### src/msfd_pkg.sv
// Shared types and constants for the multi-server dispatcher.
`default_nettype none

package msfd_pkg;

    // Configuration register indexes
    localparam logic [1:0] REG_SERVER_COUNT = 2'd0;
    localparam logic [1:0] REG_MAX_SERVICE  = 2'd1;

    localparam logic [4:0]  SERVER_COUNT_RESET = 5'd1;
    localparam logic [15:0] SERVICE_RESET      = 16'd60;
    localparam logic [15:0] JOBS_MAX           = 16'hFFFF;
    localparam logic [31:0] TIME_MAX           = 32'hFFFF_FFFF;

    // One server entry as stored in the server memory
    typedef struct packed {
        logic [15:0] jobs;
        logic [31:0] free_at;
    } ent_t;

    // Control for the scan accumulator
    typedef struct packed {
        logic valid;
        logic first;
    } scan_ctl_t;

    typedef enum logic [1:0] {
        ST_IDLE,
        ST_SCAN,
        ST_UPDATE
    } state_t;

endpackage

`default_nettype wire

### src/msfd_mem.sv
// Server state memory: free time and job count per server, registered read.
`default_nettype none

module msfd_mem #(
    parameter int DEPTH = 16,
    parameter int IW    = 4
) (
    input  wire logic          clk,
    input  wire logic          rst_n,
    input  wire logic          clear,
    input  wire logic          rd_en,
    input  wire logic [IW-1:0] rd_addr,
    input  wire logic          wr_en,
    input  wire logic [IW-1:0] wr_addr,
    input  wire msfd_pkg::ent_t wr_data,
    output msfd_pkg::ent_t     rd_data,
    output logic               rd_valid,
    output logic [IW-1:0]      rd_idx
);

    msfd_pkg::ent_t  mem_ram [DEPTH];
    msfd_pkg::ent_t  rd_data_reg;
    logic [DEPTH-1:0] vld_reg;
    logic             rd_hit_reg;
    logic             rd_valid_reg;
    logic [IW-1:0]    rd_idx_reg;

    always_ff @(posedge clk)
    begin
        if (wr_en)
        begin
            mem_ram[wr_addr] <= wr_data;
        end
        if (rd_en)
        begin
            rd_data_reg <= mem_ram[rd_addr];
            rd_idx_reg  <= rd_addr;
        end
    end

    // entry valid bits: cleared on reset and at a batch start
    always_ff @(posedge clk or negedge rst_n)
    begin
        if (!rst_n)
        begin
            vld_reg      <= '0;
            rd_hit_reg   <= 1'b0;
            rd_valid_reg <= 1'b0;
        end
        else
        begin
            rd_valid_reg <= rd_en;
            if (rd_en)
            begin
                rd_hit_reg <= vld_reg[rd_addr];
            end
            if (clear)
            begin
                vld_reg <= '0;
            end
            else if (wr_en)
            begin
                vld_reg[wr_addr] <= 1'b1;
            end
        end
    end

    assign rd_data  = rd_hit_reg ? rd_data_reg : '0;
    assign rd_valid = rd_valid_reg;
    assign rd_idx   = rd_idx_reg;

endmodule

`default_nettype wire

### src/msfd_scan.sv
// Scan accumulator: earliest effective free time, first already-free server, latest free.
`default_nettype none

module msfd_scan #(
    parameter int IW = 4
) (
    input  wire logic               clk,
    input  wire logic               rst_n,
    input  wire msfd_pkg::scan_ctl_t ctl,
    input  wire logic [IW-1:0]      idx,
    input  wire msfd_pkg::ent_t     ent,
    input  wire logic [31:0]        clock_now,
    input  wire logic [31:0]        arrival,
    output logic [31:0]             min_eff,
    output logic [IW-1:0]           min_idx,
    output logic [15:0]             min_jobs,
    output logic [IW-1:0]           hit_idx,
    output logic [15:0]             hit_jobs,
    output logic [31:0]             max_free
);

    logic [31:0]   min_eff_reg,  min_eff_next;
    logic [IW-1:0] min_idx_reg,  min_idx_next;
    logic [15:0]   min_jobs_reg, min_jobs_next;
    logic          hit_reg,      hit_next;
    logic [IW-1:0] hit_idx_reg,  hit_idx_next;
    logic [15:0]   hit_jobs_reg, hit_jobs_next;
    logic [31:0]   max_free_reg, max_free_next;
    logic [31:0]   eff;
    logic          is_free;

    always_comb
    begin
        eff     = (ent.free_at > clock_now) ? ent.free_at : clock_now;
        is_free = (eff <= arrival);

        min_eff_next  = min_eff_reg;
        min_idx_next  = min_idx_reg;
        min_jobs_next = min_jobs_reg;
        hit_next      = hit_reg;
        hit_idx_next  = hit_idx_reg;
        hit_jobs_next = hit_jobs_reg;
        max_free_next = max_free_reg;

        if (ctl.valid)
        begin
            if (ctl.first)
            begin
                min_eff_next  = eff;
                min_idx_next  = idx;
                min_jobs_next = ent.jobs;
                hit_next      = is_free;
                hit_idx_next  = idx;
                hit_jobs_next = ent.jobs;
                max_free_next = ent.free_at;
            end
            else
            begin
                // strict compare keeps the lowest index on ties
                if (eff < min_eff_reg)
                begin
                    min_eff_next  = eff;
                    min_idx_next  = idx;
                    min_jobs_next = ent.jobs;
                end
                if (!hit_reg && is_free)
                begin
                    hit_next      = 1'b1;
                    hit_idx_next  = idx;
                    hit_jobs_next = ent.jobs;
                end
                if (ent.free_at > max_free_reg)
                begin
                    max_free_next = ent.free_at;
                end
            end
        end
    end

    always_ff @(posedge clk or negedge rst_n)
    begin
        if (!rst_n)
        begin
            hit_reg <= 1'b0;
        end
        else
        begin
            hit_reg <= hit_next;
        end
    end

    always_ff @(posedge clk)
    begin
        min_eff_reg  <= min_eff_next;
        min_idx_reg  <= min_idx_next;
        min_jobs_reg <= min_jobs_next;
        hit_idx_reg  <= hit_idx_next;
        hit_jobs_reg <= hit_jobs_next;
        max_free_reg <= max_free_next;
    end

    assign min_eff  = min_eff_reg;
    assign min_idx  = min_idx_reg;
    assign min_jobs = min_jobs_reg;
    assign hit_idx  = hit_idx_reg;
    assign hit_jobs = hit_jobs_reg;
    assign max_free = max_free_reg;

endmodule

`default_nettype wire

### src/multi_server_fifo_dispatcher_unit.sv
// Top level of the multi-server dispatcher: control, statistics and result register.
//
//  Channel   Direction  Handshake          Payload
//  s_*       in         s_tvalid/s_tready  tdata: arrival_time, service_time; tuser: start_batch
//  m_*       out        m_tvalid/m_tready  tdata: server_index .. server_jobs
//  cfg_*     in         cfg_we             cfg_index, cfg_data
//
// Per item, the scan reads one server entry per cycle for the k servers in use,
// through the single read port of the server memory; then follow the read
// latency, the update state and the idle state in which the next item is accepted.
// The result is registered in the update state and can wait there while the
// next item is accepted. A stalled result holds the update until it is taken.
// Reset clears control, statistics and the entry valid bits at once; no clearing pass.
`default_nettype none

module multi_server_fifo_dispatcher_unit #(
    parameter int MAX_SERVERS = 16
) (
    input  wire logic         clk,
    input  wire logic         rst_n,
    // input items
    input  wire logic         s_tvalid,
    output logic              s_tready,
    input  wire logic [47:0]  s_tdata,   // [31:0] arrival_time, [47:32] service_time
    input  wire logic         s_tuser,   // [0] start_batch
    // result items
    output logic              m_tvalid,
    input  wire logic         m_tready,
    output logic [151:0]      m_tdata,   // [3:0] server_index, [35:4] job_wait,
                                         // [67:36] total_wait, [99:68] longest_wait,
                                         // [131:100] finish_time, [147:132] server_jobs
    // configuration writes
    input  wire logic         cfg_we,
    input  wire logic [1:0]   cfg_index,
    input  wire logic [15:0]  cfg_data
);

    localparam int IW = (MAX_SERVERS > 1) ? $clog2(MAX_SERVERS) : 1;
    localparam int KW = $clog2(MAX_SERVERS + 1);

    // configuration
    logic [4:0]  server_count_reg;
    logic [15:0] max_service_reg;

    // item and statistics
    logic [31:0] arrival_reg;
    logic [15:0] service_reg;
    logic [31:0] clock_now_reg,  clock_now_next;
    logic [31:0] wait_sum_reg,   wait_sum_next;
    logic [31:0] wait_peak_reg,  wait_peak_next;

    // control
    msfd_pkg::state_t state_reg, state_next;
    logic [KW-1:0]    iss_reg,   iss_next;
    logic [KW-1:0]    k_eff;
    logic             accept;
    logic             rd_en;
    logic             scan_last;
    logic             upd_go;

    // memory and scan
    msfd_pkg::ent_t      rd_ent;
    msfd_pkg::ent_t      wr_ent;
    logic                rd_valid;
    logic [IW-1:0]       rd_idx;
    msfd_pkg::scan_ctl_t scan_ctl;
    logic [31:0]         min_eff;
    logic [IW-1:0]       min_idx;
    logic [15:0]         min_jobs;
    logic [IW-1:0]       hit_idx;
    logic [15:0]         hit_jobs;
    logic [31:0]         max_free;

    // update datapath
    logic [IW-1:0] chosen;
    logic [15:0]   chosen_jobs;
    logic [15:0]   jobs_new;
    logic [31:0]   start_t;
    logic [31:0]   wait_t;
    logic [32:0]   free_sum;
    logic [31:0]   free_new;
    logic [32:0]   sum_ext;
    logic [31:0]   fin_t;
    logic [7:0]    chosen_ext;
    logic          late;

    // result register
    logic          out_valid_reg, out_valid_next;
    logic [3:0]    o_server_reg;
    logic [31:0]   o_wait_reg;
    logic [31:0]   o_total_reg;
    logic [31:0]   o_longest_reg;
    logic [31:0]   o_finish_reg;
    logic [15:0]   o_jobs_reg;

    // ---------------------------------------------------------------- config
    always_ff @(posedge clk or negedge rst_n)
    begin
        if (!rst_n)
        begin
            server_count_reg <= msfd_pkg::SERVER_COUNT_RESET;
            max_service_reg  <= msfd_pkg::SERVICE_RESET;
        end
        else if (cfg_we)
        begin
            case (cfg_index)
                msfd_pkg::REG_SERVER_COUNT: server_count_reg <= cfg_data[4:0];
                msfd_pkg::REG_MAX_SERVICE:  max_service_reg  <= cfg_data;
                default:                    ;
            endcase
        end
    end

    // servers in use: zero acts as one, anything above the maximum as the maximum
    always_comb
    begin
        if (server_count_reg == 5'd0)
        begin
            k_eff = KW'(1);
        end
        else if ({3'b000, server_count_reg} > 8'(MAX_SERVERS))
        begin
            k_eff = KW'(MAX_SERVERS);
        end
        else
        begin
            k_eff = KW'(server_count_reg);
        end
    end

    // ---------------------------------------------------------------- control
    assign scan_last = rd_valid && ((KW'(rd_idx) + KW'(1)) == k_eff);

    always_comb
    begin
        state_next = state_reg;
        iss_next   = iss_reg;
        s_tready   = 1'b0;
        rd_en      = 1'b0;
        upd_go     = 1'b0;
        case (state_reg)
            msfd_pkg::ST_IDLE:
            begin
                s_tready = 1'b1;
                iss_next = '0;
                if (s_tvalid)
                begin
                    state_next = msfd_pkg::ST_SCAN;
                end
            end
            msfd_pkg::ST_SCAN:
            begin
                // one server read per cycle; the accumulator takes each entry in the cycle after its read
                if (iss_reg < k_eff)
                begin
                    rd_en    = 1'b1;
                    iss_next = iss_reg + KW'(1);
                end
                if (scan_last)
                begin
                    state_next = msfd_pkg::ST_UPDATE;
                end
            end
            msfd_pkg::ST_UPDATE:
            begin
                if (!out_valid_reg || m_tready)
                begin
                    upd_go     = 1'b1;
                    state_next = msfd_pkg::ST_IDLE;
                end
            end
            default:
            begin
                state_next = msfd_pkg::ST_IDLE;
            end
        endcase
    end

    assign accept = s_tvalid && s_tready;

    always_ff @(posedge clk or negedge rst_n)
    begin
        if (!rst_n)
        begin
            state_reg <= msfd_pkg::ST_IDLE;
            iss_reg   <= '0;
        end
        else
        begin
            state_reg <= state_next;
            iss_reg   <= iss_next;
        end
    end

    // latch the item; service is clamped on the way in
    always_ff @(posedge clk)
    begin
        if (accept)
        begin
            arrival_reg <= s_tdata[31:0];
            service_reg <= (s_tdata[47:32] > max_service_reg) ? max_service_reg
                                                              : s_tdata[47:32];
        end
    end

    // ---------------------------------------------------------------- memory
    // Writes happen only in the update cycle and reads only during the scan,
    // so the FSM keeps accesses to one entry from overlapping.
    msfd_mem #(
        .DEPTH (MAX_SERVERS),
        .IW    (IW)
    ) u_mem (
        .clk      (clk),
        .rst_n    (rst_n),
        .clear    (accept && s_tuser),
        .rd_en    (rd_en),
        .rd_addr  (iss_reg[IW-1:0]),
        .wr_en    (upd_go),
        .wr_addr  (chosen),
        .wr_data  (wr_ent),
        .rd_data  (rd_ent),
        .rd_valid (rd_valid),
        .rd_idx   (rd_idx)
    );

    assign scan_ctl.valid = rd_valid;
    assign scan_ctl.first = (rd_idx == '0);

    msfd_scan #(
        .IW (IW)
    ) u_scan (
        .clk       (clk),
        .rst_n     (rst_n),
        .ctl       (scan_ctl),
        .idx       (rd_idx),
        .ent       (rd_ent),
        .clock_now (clock_now_reg),
        .arrival   (arrival_reg),
        .min_eff   (min_eff),
        .min_idx   (min_idx),
        .min_jobs  (min_jobs),
        .hit_idx   (hit_idx),
        .hit_jobs  (hit_jobs),
        .max_free  (max_free)
    );

    // ---------------------------------------------------------------- update
    // Earliest free at or after arrival: start there and wait. Otherwise start at
    // arrival on the first server already free (one exists since the minimum is).
    always_comb
    begin
        late = (min_eff >= arrival_reg);
        if (late)
        begin
            chosen      = min_idx;
            chosen_jobs = min_jobs;
            start_t     = min_eff;
            wait_t      = min_eff - arrival_reg;
        end
        else
        begin
            chosen      = hit_idx;
            chosen_jobs = hit_jobs;
            start_t     = arrival_reg;
            wait_t      = '0;
        end

        free_sum = {1'b0, start_t} + {17'd0, service_reg};
        free_new = free_sum[32] ? msfd_pkg::TIME_MAX : free_sum[31:0];
        jobs_new = (chosen_jobs == msfd_pkg::JOBS_MAX) ? chosen_jobs
                                                       : chosen_jobs + 16'd1;
        wr_ent.free_at = free_new;
        wr_ent.jobs    = jobs_new;

        // the old free time of the chosen server never exceeds start
        fin_t = (max_free > free_new) ? max_free : free_new;

        sum_ext        = {1'b0, wait_sum_reg} + {1'b0, wait_t};
        wait_sum_next  = sum_ext[32] ? msfd_pkg::TIME_MAX : sum_ext[31:0];
        wait_peak_next = (wait_t > wait_peak_reg) ? wait_t : wait_peak_reg;
        clock_now_next = start_t;
        chosen_ext     = 8'(chosen);
    end

    always_ff @(posedge clk or negedge rst_n)
    begin
        if (!rst_n)
        begin
            clock_now_reg <= '0;
            wait_sum_reg  <= '0;
            wait_peak_reg <= '0;
        end
        else if (accept && s_tuser)
        begin
            clock_now_reg <= '0;
            wait_sum_reg  <= '0;
            wait_peak_reg <= '0;
        end
        else if (upd_go)
        begin
            clock_now_reg <= clock_now_next;
            wait_sum_reg  <= wait_sum_next;
            wait_peak_reg <= wait_peak_next;
        end
    end

    // ---------------------------------------------------------------- result
    always_comb
    begin
        out_valid_next = out_valid_reg;
        if (upd_go)
        begin
            out_valid_next = 1'b1;
        end
        else if (m_tready)
        begin
            out_valid_next = 1'b0;
        end
    end

    always_ff @(posedge clk or negedge rst_n)
    begin
        if (!rst_n)
        begin
            out_valid_reg <= 1'b0;
        end
        else
        begin
            out_valid_reg <= out_valid_next;
        end
    end

    always_ff @(posedge clk)
    begin
        if (upd_go)
        begin
            o_server_reg  <= chosen_ext[3:0];
            o_wait_reg    <= wait_t;
            o_total_reg   <= wait_sum_next;
            o_longest_reg <= wait_peak_next;
            o_finish_reg  <= fin_t;
            o_jobs_reg    <= jobs_new;
        end
    end

    assign m_tvalid = out_valid_reg;
    assign m_tdata  = {4'd0, o_jobs_reg, o_finish_reg, o_longest_reg,
                       o_total_reg, o_wait_reg, o_server_reg};

`ifndef ASSERT_OFF
    // the dispatched server lies among the servers in use
    a_chosen_in_range: assert property (@(posedge clk) disable iff (!rst_n)
        upd_go |-> (KW'(chosen) < k_eff))
        else $error("dispatched server outside the servers in use");

    // one item at a time: no accept in the cycle after an accept
    a_one_in_flight: assert property (@(posedge clk) disable iff (!rst_n)
        accept |=> !s_tready)
        else $error("second item accepted while one is in flight");

    // running statistics never fall below the wait they include
    a_stats_cover_wait: assert property (@(posedge clk) disable iff (!rst_n)
        m_tvalid |-> ((o_total_reg >= o_wait_reg) && (o_longest_reg >= o_wait_reg)))
        else $error("wait statistics below the job wait");
`endif

endmodule

`default_nettype wire

### config.mk
export PLATFORM = sky130hd
export DESIGN_NAME = multi_server_fifo_dispatcher_unit
export DESIGN_NICKNAME = d
export VERILOG_FILES = /design/src/msfd_pkg.sv /design/src/msfd_mem.sv /design/src/msfd_scan.sv /design/src/multi_server_fifo_dispatcher_unit.sv
export SDC_FILE = /design/constraint.sdc
export NUM_CORES = 2
export LEC_CHECK = 0
export BUFFER_PORTS_ARGS = -buffer_cell sky130_fd_sc_hd__buf_2
export CORE_ASPECT_RATIO = 0.6
export CORE_MARGIN = 1.5
export CORE_UTILIZATION = 29
export DETAILED_ROUTE_END_ITERATION = 8
export GPL_ROUTABILITY_DRIVEN = 0
export PLACE_DENSITY = 0.46
export REMOVE_ABC_BUFFERS = 1
export SYNTH_ARGS = -nofsm -noshare
export SYNTH_HDL_FRONTEND = slang
export SYNTH_SLANG_ARGS = --single-unit
### constraint.sdc
create_clock -name clk -period 8.32 [get_ports clk]
set_input_delay 0.832 -clock clk [delete_from_list [all_inputs] [get_ports clk]]
set_output_delay 0.832 -clock clk [all_outputs]
set_load 0.02 [all_outputs]
==> impl_metrics.yaml <==
status:
  result_of_the_run: "finished clean"
hold_path:
  min-delay-path-class: "primary input to async pin"
setup_path:
  biggest_fanout_along_the_worst_timing_path: 24
  worst_setup_path_end_kind: "register"
  cp.arrival_ps: 8420
  critical_path_class: "register to register"
  critical_path.max_stage_delay_ps: 410
  cp-start-kind: "register"
  timing.critical_path.slowest_stage_cell: "edfxtp_1"
  crit_required_ps: 8790
timing:
  fin_ws_ps: 375.8
  worst-slew-pin-transition_ps: 1224
  final_min_period_over_clock_period_pct: 95.48
  hold_viol: 0
  timing.max_slew.rel_slack_pct: 17.85
  final_max_slew_viol_count: 0
  whs_ps: 61.73
  skew_ps: 45.94
  final.min_clock_period_ps: 7944
  unrepaired_setup_endpoints_after_global_routing: "false"
  fmax_achieved_ghz: 0.1259
  finalSetupViolations: 0
global_route:
  grt_max_degree: 108
  first_global_vias: 34631
  globalRouteMet1Util_pct: 28.67
  grt_remaining_overflow: 0
  grt_first_pass_wirelength_um: 255500
  grt_use_met2_pct: 22.27
  grt_use_total_pct: 17.14
  grtUsageMet3_pct: 3.315
  busiest_layer: "met1"
  grt_antenna_before_repair: 8
routing:
  vias_per_cell: 5.087
  detail-route-antenna-nets: 0
  drt_wl_total_um: 177500
  drt_drc_violations_left: 0
  detailroute.via_count: 35667
  drt-initial-drc-count: 3543
  detail_route.wl_per_cell_um: 25.31
  drtPass1Iterations: 5
cts:
  cts-hold-fix-buffers: 0
  clock_latency_ps: 760
  clock_tree.root_cell: "clkbuf_16"
  clk_transition_reported_paths_ps: 70
  tritoncts.num_buffers: 119
  cts_max_path_buffers: 3
  htree_num_levels: 3
  numClockSinks: 1264
  tritoncts: "yes"
yosys:
  yosys.area_share.xor_xnor_pct: 1.318
  syn_area_um2: 58470
  post_synth.cell_area_avg_um2: 14.95
  top_cell_type_s_share_of_synthesized_area_pct: 57.52
  synth_sequential_area_ratio_pct: 63.70
  synth-simple-area-share_pct: 6.773
  synthesis.yosys.warnings: 0
  asyncSetResetFlopFracSynth_pct: 11.39
  yosys_register_bits: 1264
  synth_largest_area_cell: "edfxtp_1"
  synth-compound-area-share_pct: 7.832
  synthFlopType: "edfxtp_1"
  main_combinational_cell_family_by_area_after_synthesis: "multiplexers"
  synth_enable_flop_cells: 1120
  synthDistinctLibCells: 83
  synth.top_cells.by_area: "edfxtp_1 (58%), mux4_2 (9.4%), ha_1 (6.3%)"
  syn-instance-count: 3912
  yosys.area_share.adder_pct: 6.416
  synthMuxAreaShare_pct: 11.27
power:
  total_power_consumption_mw: 27.03
  vdd_ir_drop_max_uv: 248.4
  power_frac_clock_pct: 20.7
  internal-power_mw: 16.48
  power.switching_mw: 10.55
  cellPowerDensity_nw_per_um2: 398.0
  power.share.switching_pct: 39.03
  comb_power_share_pct: 43.6
  leakage_nw: 25.06
  power_frac_seq_pct: 35.8
finish:
  post_route_cells_drive_above_1_share_pct: 21.83
  multi_input_comb_area_um2: 19950
  postLayoutCoreUtil_pct: 33.95
  commonest_non_fill_non_tap_cell_in_the_layout: "edfxtp_1"
  commonest_non_fill_non_tap_cells_in_the_layout: "edfxtp_1 (1120), ha_1 (294), nand2_1 (281)"
  area.sequential_um2: 37260
  largest_register_ff_count: 768
  flow.area_growth_from_synthesis_pct: 16.15
  fin_cells: 7012
  fillerInstances: 19310
  num-nets-final: 4634
floorplanning:
  fp.coreArea_um2: 200100
  initial_utilization_pct: 29.23
  io-pin-count: 226
  die_w_um: 582.7
  die-height_um: 350.8
  row_count: 127
  floorplan.die_area_um2: 204400
placement:
  placement.io_buffers: 221
  dp_cells: 6782
  place_hpwl_um: 117800
  pre_cts_ws_ps: -224.7
run:
  cap_violations: 0
## final timing paths
path | from | endpoint | slack, ps | cells after the start
min in group clk | s_tdata[21] | arrival_reg[21]$_DFFE_PP_ | 240 | 1
worst min register to register | wait_peak_reg[25]$_DFFE_PN0P_ | wait_peak_reg[25]$_DFFE_PN0P_ | 490 | 2
worst max-delay path | u_scan.min_eff[0]$_DFFE_PP_ | o_finish_reg[6]$_DFFE_PP_ | 380 | 35
worst max register to register | u_scan.min_eff[0]$_DFFE_PP_ | o_finish_reg[6]$_DFFE_PP_ | 380 | 35
max in group asynchronous | rst_n | wait_sum_reg[30]$_DFFE_PN0P_ | 6950 | 2
worst min-delay path | rst_n | max_service_reg[6]$_DFFE_PN0P_ | 60 | 1
## power by group through the flow
stage	clock (mW)	combinational, mW	sequential, mW
3_5_place_dp	0	11.6	9.80
6_report	5.58	11.8	9.66
3_3_place_gp	0	11.6	9.79
4_1_cts	5.75	11.7	9.67
5_1_grt	5.99	12.9	9.75
2_1_floorplan	0	7.02	9.96
## layout make-up
| type | count | share of cell area, % |
|---|---|---|
| flip-flops and latches | 1264 | 54.86 |
| multi-input cells | 2245 | 29.38 |
| well taps | 2644 | 4.871 |
| clock buffers | 148 | 4.711 |
| repair buffers | 381 | 3.701 |
| inverters | 253 | 1.411 |
| clock inverters | 75 | 1.056 |
| diodes | 2 | 0.007370 |
## synthesized netlist by cell type, drive strengths merged, types with 66 or more instances
master,count
a21o,93
a21oi,145
and2,66
clkbuf,105
dfrtp,139
edfxtp,1120
ha,295
inv,251
mux2,72
mux4,245
nand2,283
nand3,68
nor2,133
o21ai,180
## through the flow
stage | area (um2) | setup TNS (ps)
after floorplan | 57860 | -963820
after global placement | 63890 | -2902
after detailed placement | 63890 | -4920
after CTS | 67830 | 0
after global routing | 67910 | 0
final | 67910 | 0
## metal layers
| layer | wire length, um | up-vias |
|---|---|---|
| met1 | 94010 | 18533 |
| met2 | 68790 | 1078 |
| li1 | - | 15893 |
| met4 | 2386 | 0 |
| met3 | 12280 | 163 |
| met5 | 0 | - |
## repair_timing
action,in CTS,in global routing
buffers inserted,0,5
endpoints found under the hold margin,0,0
gates resized for setup,3,9
pin swaps,0,6
setup endpoints to repair,32,32
## worst max-delay path: cells and delay by family (launching register included)
kind	cells	cell delay, ps
AND/OR/NAND/NOR	11	2470
adder cells (fa/ha/maj)	5	1560
AO/OA/AOI/OAI	8	1440
multiplexers	2	530
buffers and inverters	9	1220
flip-flops	1	410
## kinds of logic (layout without fill, tap and decap cells)
kind of cell,Yosys count,after routing
AND/OR/NAND/NOR,813,813
adder cells (fa/ha/maj),298,298
multiplexers,343,343
XOR/XNOR,88,88
buffers and inverters,406,857
other,1,6
flip-flops,1264,1264
AO/OA/AOI/OAI,699,699
(Power assumes the default switching activity.)
